$ cat config.mk
export PLATFORM = sky130hd
export DESIGN_NAME = onee_mul
export DESIGN_NICKNAME = d
export VERILOG_FILES = /design/src/hw/rtl/onee_pkg.sv /design/src/hw/rtl/onee_mul.sv
export SDC_FILE = /design/constraint.sdc
export NUM_CORES = 2
export LEC_CHECK = 0
export CAP_MARGIN = 20
export CORE_MARGIN = 2
export CORE_UTILIZATION = 50
export DETAILED_ROUTE_END_ITERATION = 12
export DONT_BUFFER_PORTS = 1
export GPL_ROUTABILITY_DRIVEN = 0
export SLEW_MARGIN = 20
export SYNTH_ARGS = -nofsm -noshare
export SYNTH_HDL_FRONTEND = slang
export SYNTH_SLANG_ARGS = --single-unit
$ cat constraint.sdc
create_clock -name clk -period 11.5 [get_ports clk]
set_input_delay 0.575 -clock clk [delete_from_list [all_inputs] [get_ports clk]]
set_output_delay 0.575 -clock clk [all_outputs]
set_load 0.005 [all_outputs]
$ cat src/hw/rtl/onee_pkg.sv
`default_nettype none
package onee_pkg;

  typedef enum logic [3:0] {
    ST_IDLE,
    ST_DIFF,
    ST_SPD_LOAD,
    ST_SPD_DIV,
    ST_FD_MUL,
    ST_FD_LOAD,
    ST_NORM,
    ST_ALPHA_DIV,
    ST_SC_LO,
    ST_SC_HI,
    ST_SC_FIN,
    ST_BOOST_A,
    ST_BOOST_B,
    ST_BOOST_C,
    ST_OUTPUT
  } state_t;

  typedef logic [1:0] cfg_index_t;

  localparam cfg_index_t CFG_MIN_CUTOFF   = 2'd0;
  localparam cfg_index_t CFG_SPEED_GAIN   = 2'd1;
  localparam cfg_index_t CFG_DERIV_CUTOFF = 2'd2;

  localparam logic [31:0] MIN_CUTOFF_RST   = 32'h0001_0000;
  localparam logic [31:0] SPEED_GAIN_RST   = 32'h0000_0000;
  localparam logic [31:0] DERIV_CUTOFF_RST = 32'h0001_0000;

  // round(2^16 * 1e6 / (2*pi))
  localparam logic [33:0] HZ_US_TO_TAU = 34'd10430378350;
  localparam logic [32:0] US_PER_S     = 33'd1000000;
  localparam logic [47:0] SPEED_MAX    = 48'h7FFF_FFFF_FFFF;
  localparam logic [47:0] SPEED_MIN    = 48'h8000_0000_0000;
  localparam logic [65:0] ROUND_HALF   = 66'h0_8000_0000;

  typedef struct packed {
    logic [32:0] a;
    logic [32:0] b;
  } mul_req_t;

  typedef struct packed {
    logic        start;
    logic [63:0] dividend;
    logic [31:0] divisor;
  } div_req_t;

  typedef struct packed {
    logic        done;
    logic [63:0] quotient;
  } div_rsp_t;

endpackage
`default_nettype wire

$ cat src/hw/rtl/onee_mul.sv
`default_nettype none
// 33x33 unsigned multiplier, product registered.
module onee_mul (
  input  logic               clk,
  input  onee_pkg::mul_req_t req,
  output logic        [65:0] p
);

  always_ff @(posedge clk) begin
    p <= 66'(req.a) * 66'(req.b);
  end

endmodule
`default_nettype wire

==> results.yml <==
outcome:
  outcome: "finished clean"
drt:
  drc_errors: 0
  drt-initial-drc-count: 1194
  drt-pass1-iter-count: 5
  via_count: 25418
  routed_wl_um: 97930
  postRouteAntennaNets: 0
  routed_wl_per_cell_um: 20.35
  drt-vias-per-instance: 5.282
cts:
  htree_levels: 3
  cts_made_buffers: 9
  tritoncts: "yes"
  cts.reportedPaths.clkPinSlew_ns: 0.07
  max-clock-path-buffers: 2
  cts_stage_hold_buffer_count: 0
  cts.repair_timing.setup_buffer_count: 0
  numClockSinks: 66
  clockRootBuffer: "sky130_fd_sc_hd__clkbuf_16"
  ctsResizeCount: 0
worst_hold_path:
  hp-class: "in -> reg"
  holdPathStages: 1
  hp-start: "req[33]"
  endpoint_of_the_worst_hold_timing_path: "p[0]"
global_route:
  global_route.usage.met3_pct: 2.889
  grtUsageMet2_pct: 50.06
  first_global_vias: 28200
  grt_start_max_net_pins: 34
  grt_pass1_wl_um: 157000
  grt_util_all_layers_pct: 27.27
  peak_usage_layer_in_the_global_routing_report: "met2"
  antenna_found_initial: 1
  global_route.usage.met1_pct: 32.58
  overflow: 0
die:
  rows: 99
  die_height_um: 274.6
  die_footprint_um2: 75390
  start_util_pct: 50.34
  core_region_area_um2: 72710
  floorplan.die.width_um: 274.6
  io-pin-count: 133
logic_synthesis:
  synthMostInstantiatedCell: "sky130_fd_sc_hd__inv_1"
  netlist_top_cells_count: "sky130_fd_sc_hd__inv_1, sky130_fd_sc_hd__fa_1, sky130_fd_sc_hd__and2_1"
  netlist.top_cell.by_area: "sky130_fd_sc_hd__fa_1"
  synth.top_cells.by_area: "sky130_fd_sc_hd__fa_1, sky130_fd_sc_hd__inv_1, sky130_fd_sc_hd__and2_1, sky130_fd_sc_hd__ha_1, sky130_fd_sc_hd__nand2_1"
  register_area_share_after_synthesis_pct: 3.610
  synth-warning-count: 0
  netlist.area_leader.share_pct: 52.39
  number_of_storage_elements_in_the_synthesis_netlist: 66
  avg_inst_size_synth_um2: 9.043
  post_synth_edffs: 0
  most_used_flip_flop_cell_after_synthesis: "sky130_fd_sc_hd__dfxtp_1"
  ys_types: 57
  post_synth_inst_count: 4048
  postSynthNetCount: 5338
  netlist_area_um2: 36610
  async_reset_ff_share_pct: 0
worst_setup_path:
  critPathArrivalTime_ns: 8.09
  worstPathRequired_ns: 11.77
  critPathSlowestCell: "sky130_fd_sc_hd__fa_1"
  worstSetupStartpointType: "input pin"
  crit_fanout: 33
  criticalPathCategory: "in -> reg"
  critical_path_sink_type: "flop"
  timing.critical_path.slowest_cell_delay_ns: 0.57
  cpMostUsedCell: "sky130_fd_sc_hd__fa_1"
timing:
  finalHoldWorstSlack_ns: 0.3481
  period_minus_slack_ns: 7.818
  layout_worst_path_cycle_share_pct: 67.99
  grt_setup_unrepaired: "false"
  tightest_slew_ns: 0.6597
  final_setup_violation_count: 0
  maxSlewViolCount: 0
  timing_hold_violations_final: 0
  fmax_ghz: 0.1279
  fin_setup_tns_ns: 0
  slew_headroom_pct: 55.44
cells_and_area:
  largest_register_by_flop_count: "p"
  final_util_pct: 51.37
  post_route_cells_drive_above_1_share_pct: 0.5450
  nNetsFinal: 5138
  fill_cells: 6862
  largest_reg_flops: 66
  syn2layout_area_growth_pct: 2.048
  antenna-diode-count: 0
  largest_registers: "p x66"
flow_run:
  cap_viol_max_count: 0
place:
  dpl.hpwl_um: 78320
  port-buffer-count: 0
-- routing by layer --
layer / vias up / share of wire, %
li1: 11101 / -
met1: 13518 / 38
met2: 629 / 53
met3: 170 / 4.1
met4: 0 / 5.0
met5: - / 0
-- area by class of cell --
class,instances,area [um^2],area share [%]
clock inverters,6,115.1,0.3082
multi-input cells,2722,30550,81.79
inverters,1049,3938,10.54
clock buffers,10,229.0,0.6130
flip-flops and latches,66,1321,3.537
well taps,959,1200,3.212
-- kinds of logic (layout without fill, tap and decap cells) --
group / after synthesis / count (layout) / synth area share, %
buf+inv: 1260 / 1065 / 12.93
xor+xnor: 65 / 65 / 1.555
compound gates: 201 / 201 / 3.452
simple gates: 1233 / 1233 / 17.01
flops: 66 / 66 / 3.610
fa+ha+maj: 1223 / 1223 / 61.45
-- cell usage in the layout, fill, tap and decap left out, types with 5 or more instances in the layout --
| cell type | instances |
|---|---|
| sky130_fd_sc_hd__a211oi_1 | 5 |
| sky130_fd_sc_hd__a21o_1 | 31 |
| sky130_fd_sc_hd__a21oi_1 | 73 |
| sky130_fd_sc_hd__a31oi_1 | 6 |
| sky130_fd_sc_hd__and2_1 | 574 |
| sky130_fd_sc_hd__and3_1 | 7 |
| sky130_fd_sc_hd__clkbuf_16 | 9 |
| sky130_fd_sc_hd__dfxtp_1 | 66 |
| sky130_fd_sc_hd__fa_1 | 958 |
| sky130_fd_sc_hd__ha_1 | 265 |
| sky130_fd_sc_hd__inv_1 | 1048 |
| sky130_fd_sc_hd__nand2_1 | 567 |
| sky130_fd_sc_hd__nand3_1 | 10 |
| sky130_fd_sc_hd__nand4_1 | 16 |
| sky130_fd_sc_hd__nor2_1 | 33 |
| sky130_fd_sc_hd__nor2b_1 | 6 |
| sky130_fd_sc_hd__o21a_1 | 7 |
| sky130_fd_sc_hd__o21ai_0 | 15 |
| sky130_fd_sc_hd__o21ai_1 | 23 |
| sky130_fd_sc_hd__o21bai_1 | 8 |
| sky130_fd_sc_hd__xnor2_1 | 41 |
| sky130_fd_sc_hd__xor2_1 | 24 |
-- through the flow --
| stage | instances | instance area, um^2 | setup slack, ns |
|---|---|---|---|
| 2_1_floorplan | 4048 | 36610 | 3.821 |
| 3_3_place_gp | 4796 | 37010 | 3.367 |
| 3_5_place_dp | 4796 | 37010 | 3.314 |
| 4_1_cts | 4812 | 37350 | 3.670 |
| 5_1_grt | 4812 | 37350 | 3.394 |
| 6_report | 4812 | 37350 | 3.682 |
-- worst max-delay path, delay by kind of cell --
kind	cells	cell delay, ns
buffers and inverters	6	0.32
xor gates and xnor gates	1	0.14
and+or+nand+nor	5	1.35
AOI/OAI and AO/OA	5	1.14
adders and majority gates	9	4.52
-- how the worst max path moves through the flow --
stage                 start     to  depth (start not counted)
floorplan            req[0]  p[58]                         28
global route        req[43]  p[64]                         26
global placement    req[43]  p[58]                         26
CTS                 req[43]  p[58]                         26
detailed placement   req[0]  p[64]                         26
finish              req[19]  p[58]                         26
Power is not shown: default switching activity piles up to over one toggle a cycle in this logic, so the estimate is an artifact.
