## config.mk

```make
export PLATFORM = sky130hd
export DESIGN_NAME = onee_div
export DESIGN_NICKNAME = d
export VERILOG_FILES = /design/src/hw/rtl/onee_pkg.sv /design/src/hw/rtl/onee_div.sv
export SDC_FILE = /design/constraint.sdc
export NUM_CORES = 1
export LEC_CHECK = 0
export BUFFER_PORTS_ARGS = -buffer_cell sky130_fd_sc_hd__buf_2
export CORE_ASPECT_RATIO = 0.8
export CORE_MARGIN = 1
export CORE_UTILIZATION = 50
export CTS_BUF_LIST = sky130_fd_sc_hd__clkbuf_4
export DETAILED_ROUTE_END_ITERATION = 10
export PLACE_DENSITY = 0.87
export REMOVE_ABC_BUFFERS = 1
export SYNTH_ARGS = -nofsm -noshare
export SYNTH_HDL_FRONTEND = slang
export SYNTH_SLANG_ARGS = --single-unit
```

## constraint.sdc

```tcl
create_clock -name clk -period 3.4 [get_ports clk]
set_input_delay 0.34 -clock clk [delete_from_list [all_inputs] [get_ports clk]]
set_output_delay 0.34 -clock clk [all_outputs]
set_load 0.1 [all_outputs]
```

## src/hw/rtl/onee_pkg.sv

```systemverilog
`default_nettype none
package onee_pkg;

  typedef enum logic [3:0] {
    ST_IDLE,
    ST_DIFF,
    ST_SPD_LOAD,
    ST_SPD_DIV,
    ST_FD_MUL,
    ST_FD_LOAD,
    ST_NORM,
    ST_ALPHA_DIV,
    ST_SC_LO,
    ST_SC_HI,
    ST_SC_FIN,
    ST_BOOST_A,
    ST_BOOST_B,
    ST_BOOST_C,
    ST_OUTPUT
  } state_t;

  typedef logic [1:0] cfg_index_t;

  localparam cfg_index_t CFG_MIN_CUTOFF   = 2'd0;
  localparam cfg_index_t CFG_SPEED_GAIN   = 2'd1;
  localparam cfg_index_t CFG_DERIV_CUTOFF = 2'd2;

  localparam logic [31:0] MIN_CUTOFF_RST   = 32'h0001_0000;
  localparam logic [31:0] SPEED_GAIN_RST   = 32'h0000_0000;
  localparam logic [31:0] DERIV_CUTOFF_RST = 32'h0001_0000;

  // round(2^16 * 1e6 / (2*pi))
  localparam logic [33:0] HZ_US_TO_TAU = 34'd10430378350;
  localparam logic [32:0] US_PER_S     = 33'd1000000;
  localparam logic [47:0] SPEED_MAX    = 48'h7FFF_FFFF_FFFF;
  localparam logic [47:0] SPEED_MIN    = 48'h8000_0000_0000;
  localparam logic [65:0] ROUND_HALF   = 66'h0_8000_0000;

  typedef struct packed {
    logic [32:0] a;
    logic [32:0] b;
  } mul_req_t;

  typedef struct packed {
    logic        start;
    logic [63:0] dividend;
    logic [31:0] divisor;
  } div_req_t;

  typedef struct packed {
    logic        done;
    logic [63:0] quotient;
  } div_rsp_t;

endpackage
`default_nettype wire

```

## src/hw/rtl/onee_div.sv

```systemverilog
`default_nettype none
// Restoring divider, 64-bit dividend by 32-bit divisor, one quotient bit a cycle.
module onee_div (
  input  logic               clk,
  input  logic               rst,
  input  onee_pkg::div_req_t req,
  output onee_pkg::div_rsp_t rsp
);

  logic        busy;
  logic        done;
  logic [5:0]  count;
  logic [31:0] rem;
  logic [63:0] quo;
  logic [31:0] divisor;
  logic [32:0] shifted;
  logic [33:0] trial;
  logic        ge;

  always_comb begin
    shifted = {rem, quo[63]};
    trial   = {1'b0, shifted} - {2'b00, divisor};
    ge      = !trial[33];
  end

  always_ff @(posedge clk) begin
    if (rst) begin
      busy  <= 1'b0;
      done  <= 1'b0;
      count <= '0;
    end else begin
      done <= 1'b0;
      if (req.start) begin
        busy  <= 1'b1;
        count <= '1;
      end else if (busy) begin
        if (count == '0) begin
          busy <= 1'b0;
          done <= 1'b1;
        end
        count <= count - 6'd1;
      end
    end
  end

  always_ff @(posedge clk) begin
    if (req.start) begin
      rem     <= '0;
      quo     <= req.dividend;
      divisor <= req.divisor;
    end else if (busy) begin
      rem <= ge ? trial[31:0] : shifted[31:0];
      quo <= {quo[62:0], ge};
    end
  end

  assign rsp.done     = done;
  assign rsp.quotient = quo;

endmodule
`default_nettype wire

```

==> results of run 1 <==
worst paths after layout:
kind | from | to | cells after the start
setup / recovery | divisor[20] | rem[23] | 11
hold / removal | req[50] | quo[18] | 2
setup reg to reg | divisor[20] | rem[23] | 11
hold reg to reg | rem[31] | rem[31] | 2
final cells by class:
class | instances | area share, %
clock buffers | 17 | 1.43
clock inverters | 15 | 1.83
inverters | 42 | 1.76
multi-input cells | 444 | 37.5
flip-flops and latches | 136 | 41.1
well taps | 184 | 2.57
repair buffers | 205 | 13.7
per-stage QoR:
| stage | power, mW | worst slack, ps | util [%] | cells |
|---|---|---|---|---|
| 6_report | 4.63 | 414 | 62.6 | 1043 |
| 5_1_grt | 4.85 | 172 | 62.6 | 1043 |
| 4_1_cts | 4.66 | 391 | 62.6 | 1042 |
| 3_5_place_dp | 3.53 | 465 | 58.3 | 978 |
| 3_3_place_gp | 3.51 | 474 | 58.3 | 978 |
| 2_1_floorplan | 3.22 | -243 | - | 622 |
kinds of logic (layout without fill, tap and decap cells):
| logic type | count (synthesis) | after routing | share of synthesized area, % |
|---|---|---|---|
| AOI/OAI and AO/OA | 131 | 131 | 12.5 |
| xor gates and xnor gates | 33 | 33 | 3.93 |
| adders and majority gates | 35 | 35 | 6.06 |
| buffers and inverters | 74 | 279 | 4.20 |
| DFF | 136 | 136 | 50.1 |
| muxes | 91 | 91 | 13.5 |
| and+or+nand+nor | 154 | 154 | 9.70 |
power breakdown:
group	switching [mW]	total (mW)	internal, mW
Clock	0.648	1.10	0.452
Combinational	1.06	1.50	0.435
Sequential	0.0850	2.03	1.95
registers in the layout, indices dropped and copies added, names as in the netlist:
name / count
quo: 64
busy: 1
count: 6
rem: 32
divisor: 32
done: 1
per-layer routing:
layer / vias up / global-route usage (%) / wire length, um
li1: 2792 / - / -
met1: 2611 / 27.9 / 7110
met2: 180 / 35.6 / 7580
met3: 14 / 7.53 / 1160
met4: 2 / 5.35 / 136
met5: - / 0 / 13
worst register-to-register path, delay by kind of cell (launching register included):
kind / cells / cell delay (ps)
buffers and inverters: 2 / 310
flip-flops: 1 / 350
adder cells (fa/ha/maj): 1 / 400
AND/OR/NAND/NOR: 1 / 450
AO/OA/AOI/OAI: 7 / 1390
cell usage in the layout (no fill, tap or decap), types with 3 or more instances in the layout:
master           n
xnor2_1         16
and3_1           4
xor2_1          17
o21a_1           5
nand3_1         11
a21o_1           6
nand2b_1        13
dfxtp_1         39
nand2_1         29
nand4_1          7
o21bai_1         3
buf_2          162
ha_1            34
dlygate4sd3_1   33
nor3_1           7
a211oi_1        28
edfxtp_1        96
nor2_1          67
inv_1           42
mux2i_1         25
a21oi_1         28
buf_4            9
o21ai_0         18
o211ai_1         8
a31oi_1          4
mux2_2          66
clkbuf_4        17
o221ai_1         6
inv_6            5
or3_1            5
==> run summary, run 1 <==
Avg Synthesized Cell Area -> 11.2 um2
CTS tree -> built
clk slew on worst S/H paths -> 130 ps
slowest stage delay, CP -> 450 ps
Die Wd -> 138 um
minimum clock period -> 2990 ps
DRC -> 0
Max Clock Freq -> 335 MHz
top cells by area, synth -> edfxtp_1, dfxtp_1, mux2_2
Reg2Reg Setup Slack -> 410 ps
# Post-CTS Setup Buffers -> 0
count of buffers from port buffering -> 163
Routed Antenna Nets -> 0
post-synth top area cell -> edfxtp_1
root buffer cell -> clkbuf_4
WP data required -> 3860 ps
Netlist cell types -> 59
Max FO, Critical Path -> 14
Iter 0 DRT Violations -> 316
max-cap violations -> 0
Layout area overhead -> 21.8%
CTS HTree Levels -> 4
vias in the first global route -> 5,375
post-route setup TNS -> 0 ps
CP endpoint kind -> flop
layout cells sized above 1 -> 32.9%
top-area cell type share of the netlist area -> 39.2%
overall routing resource usage -> 22.0%
FILL cells -> 1,163
Buf/Inv on CP -> 2
fin crit share -> 87.8%
routability cong. -> 0.897
yosys warns -> 0
Lkg Pwr -> 3.72 nW
Vias per Instance -> 5.37
DIE HEIGHT -> 110 um
clk buf depth -> 2
sequential cell area -> 0.00368 mm2
placed cell area -> 0.00833 mm2
Multi-input gate area -> 0.00336 mm2
worst vdd ir -> 0.000355 V
Final Skew -> 23.1 ps
ys flop type -> edfxtp_1
pwr dens -> 517 mW/mm2
initial core utilization -> 51.4%
Overflow after GRT -> 0
status -> complete, no violations
Synth top cells by count -> edfxtp_1, nor2_1, mux2_2, inv_1, dfxtp_1
Max Slew Vio Count -> 0
via total after detailed routing -> 5,599
CP Launch Type -> flop
# IOs -> 164
hpwl dp -> 11.5 mm
CTS buffer count -> 17
Antenna diodes -> 0
worst slew pin tran -> 627 ps
Fin. Hold Viols -> 0
sequence of cells on the critical path -> inv_1, ha_1, a21oi_1, o21ai_1, a311o_1, a21o_1, a31oi_2, o211ai_4, buf_4, or3_2, o221ai_1
Slew HR -> 58.2%
TritonRoute pass-1 iters -> 5
Setup CP Type -> flop to flop
FP Rows -> 39
WL/cell -> 15.3 um
Post-synth EDFFs -> 96
mapped cell area -> 0.00735 mm2
first-pass GRT wire length -> 25.8 mm
Post-Route WL -> 16.0 mm
Clock Sinks -> 136
RSZ-0062 raised after global routing -> false
initial antenna violation count -> 2
design area -> 0.00895 mm2
hold_ws -> 85.3 ps
CP delay by family, top -> compound AO/OA/AOI/OAI gates
post-synthesis sequential area ratio -> 50.1%
Hold Buf Count CTS -> 32
Die Area -> 0.0152 mm2
CTS resizes -> 0
Synth Instances -> 654
Final Net Count -> 980
Hold WC Path Type -> input port to flop
slowest cell on the critical path -> or3_2
Final setup viols -> 0
largest net degree at the start of global routing -> 66
clk_lat worst skew -> 550 ps
FFs w/ async S/R, synth -> 0%
Arr. time, crit path -> 3450 ps
flops & latches, synth -> 136
most common cell in the netlist -> edfxtp_1
Core ar. -> 0.0143 mm2
Note: power is estimated with default switching activity, not from simulation.
==> run 2: changes to the inputs <==
ABC_CLOCK_PERIOD_IN_PS = 2700   (was default)
PLACE_DENSITY = 0.89   (was 0.87)
clock period = 2.7 ns   (was 3.4 ns; I/O delays follow)
==> run 2 against run 1 <==
Net effect:
- first-iteration DRC count increased by 84%
- register-to-register slack got worse by 450 ps
- fmax increased by 9.3%
- clock skew increased by 7.4 ps
- largest power group unchanged
- count of clock-buffer cells in the layout unchanged
- critical path type unchanged
- global-route usage increased by 4.8 points
- flip-flop and latch count unchanged
- sequential power increased by 28%
- the run now ends with negative setup slack left
==> run summary, run 2 (synthesized netlist as in run 1, its figures left out) <==
Lkg Pwr -> 4.21 nW (was 3.72 nW)
DIE HEIGHT -> 110 um (unchanged)
WP data required -> 3180 ps (was 3860 ps)
Arr. time, crit path -> 3210 ps (was 3450 ps)
Max Clock Freq -> 366 MHz (was 335 MHz)
Post-Place Cells -> 999 (was 978)
overall routing resource usage -> 26.8% (was 22.0%)
worst vdd ir -> 0.000612 V (was 0.000355 V)
clk_lat worst skew -> 600 ps (was 550 ps)
DR WL met3 -> 1.89 mm (was 1.16 mm)
Slew HR -> 64.9% (was 58.2%)
Post-Route WL -> 21.7 mm (was 16.0 mm)
Fin. Hold Viols -> 0 (unchanged)
Final Net Count -> 1,080 (was 980)
Vias per Instance -> 5.66 (was 5.37)
largest reg by FF count -> quo (unchanged)
Core ar. -> 0.0143 mm2 (unchanged)
CP delay by family, top -> compound AO/OA/AOI/OAI gates (unchanged)
placed cell area -> 0.00852 mm2 (was 0.00833 mm2)
pwr dens -> 605 mW/mm2 (was 517 mW/mm2)
first-pass GRT wire length -> 31.0 mm (was 25.8 mm)
fin cells -> 1,143 (was 1,043)
most frequent cells in the layout -> buf_2, dlygate4sd3_1, edfxtp_1 (was buf_2, edfxtp_1, nor2_1)
Final Skew -> 30.4 ps (was 23.1 ps)
CTS tree -> built (unchanged)
FP Rows -> 39 (unchanged)
via total after detailed routing -> 6,473 (was 5,599)
clk buf depth -> 2 (unchanged)
Reg2Reg Setup Slack -> -30 ps (was 410 ps)
slowest cell on the critical path -> dfxtp_1 (was or3_2)
Worst Slack Setup Final -> -32.7 ps (was 414 ps)
Overflow after GRT -> 0 (unchanged)
hpwl dp -> 12.5 mm (was 11.5 mm)
Layout area overhead -> 38.9% (was 21.8%)
Routed Antenna Nets -> 0 (unchanged)
max-cap violations -> 0 (unchanged)
worst reg2reg path depth -> 11 (unchanged)
clk slew on worst S/H paths -> 150 ps (was 130 ps)
minimum clock period -> 2730 ps (was 2990 ps)
initial antenna violation count -> 1 (was 2)
Hold WC Path Type -> input port to flop (unchanged)
sequence of cells on the critical path -> ha_1, nand2b_4, a21oi_4, o21ai_2, o311ai_4, a31oi_4, o211ai_4, clkbuf_16, buf_4, mux2i_1, a211oi_1 (was inv_1, ha_1, a21oi_1, o21ai_1, a311o_1, a21o_1, a31oi_2, o211ai_4, buf_4, or3_2, o221ai_1)
Met2 Wirelength -> 10.7 mm (was 7.58 mm)
status -> finished with violations (was complete, no violations)
Reg-to-Reg Start -> rem[0] (was divisor[20])
hold path start -> req[54] (was req[50])
hold_ws -> 41.4 ps (was 85.3 ps)
Clock Sinks -> 136 (unchanged)
Die Area -> 0.0152 mm2 (unchanged)
slowest stage delay, CP -> 410 ps (was 450 ps)
vias in the first global route -> 6,136 (was 5,375)
CP endpoint kind -> flop (unchanged)
worst slew pin tran -> 519 ps (was 627 ps)
largest net degree at the start of global routing -> 89 (was 66)
Max Slew Vio Count -> 0 (unchanged)
Setup CP Type -> flop to flop (unchanged)
fin crit share -> 101% (was 87.8%)
routability cong. -> 0.906 (was 0.897)
Max FO, Critical Path -> 5 (was 14)
count of buffers from port buffering -> 163 (unchanged)
DRC -> 0 (unchanged)
Top Registers -> quo x64, divisor x32, rem x32 (unchanged)
RSZ-0062 raised after global routing -> true (was false)
Buf/Inv on CP -> 2 (unchanged)
FF-to-FF End -> rem[1] (was rem[23])
commonest non-fill, non-tap cell in the layout -> buf_2 (unchanged)
initial core utilization -> 51.4% (unchanged)
DR top layer -> met4 (was met5)
WL met1 -> 8.64 mm (was 7.11 mm)
CP Launch Type -> flop (unchanged)
root buffer cell -> clkbuf_4 (unchanged)
Final setup viols -> 7 (was 0)
failing checks -> negative setup slack
Iter 0 DRT Violations -> 582 (was 316)
TritonRoute pass-1 iters -> 6 (was 5)
layout cells sized above 1 -> 38.2% (was 32.9%)
design area -> 0.0102 mm2 (was 0.00895 mm2)
CTS HTree Levels -> 4 (unchanged)
Largest register FFs -> 64 (unchanged)
CTS buffer count -> 17 (unchanged)
Die Wd -> 138 um (unchanged)
WHS Path Cells -> 2 (unchanged)
Worst Hold Path EP -> quo[22] (was quo[18])
# IOs -> 164 (unchanged)
WL/cell -> 19.0 um (was 15.3 um)
-- run 2: changes by cell type in the layout (fill, tap and decap cells not counted), sizes merged --
cell         previous run  this run
buf                   172       207
bufinv                  2         1
clkbuf                 17        18
diode                   0         1
dlygate4sd3            33        97
-- run 2: worst max path at each step --
stage	start	to	slack [ps]	depth (start not counted)
final	rem[0]	rem[1]	-30	11
after global placement	quo[63]	rem[20]	8	13
after CTS	divisor[2]	rem[0]	6	11
after floorplan	quo[63]	rem[0]	-940	10
after global routing	divisor[17]	rem[1]	-180	11
after detailed placement	quo[63]	rem[20]	-70	13
-- run 2: per-layer routing --
metal | GRT usage, % | vias to the layer above
met4 | 7.25 | 0
met3 | 8.45 | 38
met5 | 0 | -
li1 | - | 3003
met1 | 34.7 | 3065
met2 | 42.8 | 367
-- run 2: cell type report --
cell class              count  area [um2]
inverters                  42         158
multi-input cells         444        3660
clock buffers              17         128
repair buffers            305        2220
clock inverters            14         136
flip-flops and latches    136        3690
well taps                 184         230
fillers                   917        4080
diodes                      1        2.50
-- run 2: where the power goes --
group	total [mW]	internal [mW]	switching (mW)
Clock	1.36	0.473	0.886
Sequential	2.59	2.46	0.133
Combinational	2.24	0.751	1.49
Total	6.18	3.68	2.51
-- run 2: timing repair --
item | in CTS | in global routing
resized for setup | 5 | 66
setup buffers | 0 | 14
pin swaps | 1 | 39
endpoints found under the hold margin | 103 | 1
endpoints found under the setup margin | 7 | 32
hold buffers | 96 | 1
cloned | 0 | 1
-- run 2: stage by stage --
step / total power [mW] / util, % / worst slack, ps / TNS, ps
2_1_floorplan: 4.05 / - / -943 / -31220
3_3_place_gp: 4.48 / 59.6 / 7.62 / 0
3_5_place_dp: 4.52 / 59.6 / -69.2 / -134
4_1_cts: 5.94 / 68.2 / 6.46 / 0
5_1_grt: 6.42 / 71.5 / -175 / -2270
6_report: 6.18 / 71.5 / -32.7 / -122
==> run 3: changes to the inputs <==
CTS_CLUSTER_DIAMETER = 100   (was default)
REMOVE_ABC_BUFFERS = default   (was 1)
==> run 3 against run 2 <==
Net effect:
- the flow now finishes without violations
- critical path depth did not move
- utilization is 1.7 points lower
- combinational power is 6% lower
- worst hold slack improved by 61 ps
- flip-flop and latch count unchanged
- clock skew is 3.2 ps lower
- sequential share of layout area rose by 0.87 points
- largest cell class unchanged
- largest power group unchanged
- highest routed layer unchanged
==> run summary, run 3 (synthesized netlist as in run 1, its figures left out) <==
pwr dens -> 607 mW/mm2 (was 605 mW/mm2)
initial antenna violation count -> 0 (was 1)
most frequent cells in the layout -> buf_2, dlygate4sd3_1, edfxtp_1 (unchanged)
design area -> 0.00997 mm2 (was 0.0102 mm2)
FP Rows -> 39 (unchanged)
status -> complete, no violations (was finished with violations)
Worst Hold Path EP -> rem[1] (was quo[22])
Vias per Instance -> 5.42 (was 5.66)
Clock Sinks -> 136 (unchanged)
# IOs -> 164 (unchanged)
largest reg by FF count -> quo (unchanged)
layout cells sized above 1 -> 35.7% (was 38.2%)
WHS Path Cells -> 2 (unchanged)
DRC -> 0 (unchanged)
worst reg2reg path depth -> 11 (unchanged)
count of buffers from port buffering -> 163 (unchanged)
Layout area overhead -> 35.6% (was 38.9%)
Lkg Pwr -> 4.13 nW (was 4.21 nW)
Final Net Count -> 1,068 (was 1,080)
FILL cells -> 1,003 (was 917)
slowest stage delay, CP -> 380 ps (was 410 ps)
Fin. Hold Viols -> 0 (unchanged)
clk_lat worst skew -> 580 ps (was 600 ps)
Max Slew Vio Count -> 0 (unchanged)
max-cap violations -> 0 (unchanged)
via total after detailed routing -> 6,129 (was 6,473)
DIE HEIGHT -> 110 um (unchanged)
Max FO, Critical Path -> 11 (was 5)
Largest register FFs -> 64 (unchanged)
Pwr Total -> 6.06 mW (was 6.18 mW)
Arr. time, crit path -> 3100 ps (was 3210 ps)
CTS buffer count -> 17 (unchanged)
Setup CP Type -> flop to flop (unchanged)
Final Skew -> 27.3 ps (was 30.4 ps)
Reg2Reg Setup Slack -> 100 ps (was -30 ps)
Core Util, Final -> 69.8% (was 71.5%)
hpwl dp -> 12.0 mm (was 12.5 mm)
Hold WC Path Type -> input port to flop (unchanged)
Routed Antenna Nets -> 0 (unchanged)
commonest non-fill, non-tap cell in the layout -> buf_2 (unchanged)
syn nets -> 788
post-place setup slack -> -18.2 ps (was -69.2 ps)
CTS tree -> built (unchanged)
clk slew on worst S/H paths -> 140 ps (was 150 ps)
placed cell area -> 0.00845 mm2 (was 0.00852 mm2)
Worst Slack Setup Final -> 96.6 ps (was -32.7 ps)
first-pass GRT wire length -> 29.7 mm (was 31.0 mm)
Die Area -> 0.0152 mm2 (unchanged)
FF-to-FF End -> rem[0] (was rem[1])
WP data required -> 3190 ps (was 3180 ps)
Die Wd -> 138 um (unchanged)
CP Launch Type -> flop (unchanged)
Post-Route WL -> 18.8 mm (was 21.7 mm)
WL/cell -> 16.7 um (was 19.0 um)
routability cong. -> 0.900 (was 0.906)
overall routing resource usage -> 25.6% (was 26.8%)
Reg-to-Reg Start -> divisor[2] (was rem[0])
Max Clock Freq -> 384 MHz (was 366 MHz)
slowest cell on the critical path -> edfxtp_1 (was dfxtp_1)
Slew HR -> 64.8% (was 64.9%)
TritonRoute pass-1 iters -> 5 (was 6)
Top Registers -> quo x64, divisor x32, rem x32 (unchanged)
worst vdd ir -> 0.000606 V (was 0.000612 V)
largest net degree at the start of global routing -> 61 (was 89)
Iter 0 DRT Violations -> 489 (was 582)
Antenna diodes -> 0 (was 1)
root buffer cell -> clkbuf_4 (unchanged)
initial core utilization -> 51.4% (unchanged)
hold path start -> req[96] (was req[54])
Overflow after GRT -> 0 (unchanged)
worst slew pin tran -> 520 ps (was 519 ps)
Core ar. -> 0.0143 mm2 (unchanged)
sequence of cells on the critical path -> inv_1, ha_2, o211ai_1, a21oi_2, o21ai_2, o311ai_4, a31oi_4, o211ai_4, buf_12, mux2_4, a211oi_2 (was ha_1, nand2b_4, a21oi_4, o21ai_2, o311ai_4, a31oi_4, o211ai_4, clkbuf_16, buf_4, mux2i_1, a211oi_1)
vias in the first global route -> 5,889 (was 6,136)
Final setup viols -> 0 (was 7)
clk buf depth -> 2 (unchanged)
minimum clock period -> 2600 ps (was 2730 ps)
fin crit share -> 96.4% (was 101%)
CTS HTree Levels -> 4 (unchanged)
CP endpoint kind -> flop (unchanged)
[run 3: how the worst max path moves through the flow]
stage / start / endpoint / cells after the start
2_1_floorplan: quo[63] / rem[1] / 11
3_3_place_gp: quo[63] / rem[26] / 12
3_5_place_dp: quo[63] / rem[26] / 12
4_1_cts: quo[63] / rem[26] / 12
5_1_grt: divisor[2] / rem[0] / 11
6_report: divisor[2] / rem[0] / 11
[run 3: where the power goes]
group	total, mW	switching, mW	internal (mW)	leakage (nW)
logic	2.10	1.41	0.692	2.69
registers	2.58	0.124	2.46	1.29
clock network	1.38	0.887	0.492	0.150
[run 3: through the flow]
stage	setup TNS (ps)	std cells	hold WS [ps]
floorplan	-9390	654	369
detailed placement	-18.2	987	448
finish	0	1131	103
global route	-125	1131	72.1
CTS	0	1116	52.6
global placement	0	987	448
[run 3: what timing repair did]
item	4_1_cts	5_1_grt
resized for setup	2	33
endpoints found under the setup margin	2	22
pin swaps	1	12
hold endpoints to repair	104	0
hold buffers	97	0
setup buffers	0	15
[run 3: layout make-up]
| class | instances | area [um2] | share of cell area (%) |
|---|---|---|---|
| clock buffer | 17 | 128 | 1.28 |
| clock inverter | 15 | 154 | 1.54 |
| inverter | 42 | 158 | 1.58 |
| multi-input combinational | 444 | 3530 | 35.3 |
| sequential | 136 | 3680 | 36.9 |
| tap | 184 | 230 | 2.31 |
| timing repair buffer | 293 | 2090 | 21.0 |
[run 3: per-layer routing]
layer  track usage [%]  up-vias  wire (um)
li1                  -     2976          -
met1              31.9     2879       7850
met2              41.9      246       9390
met3              7.76       28       1270
met4              8.06        0        340
met5                 0        -          0
[run 3: critical path, delay by kind of cell (launching register included)]
kind / cells / cell delay [ps]
buffers and inverters: 2 / 260
AOI/OAI and AO/OA: 7 / 1330
adders and majority gates: 1 / 250
muxes: 1 / 310
DFF: 1 / 380
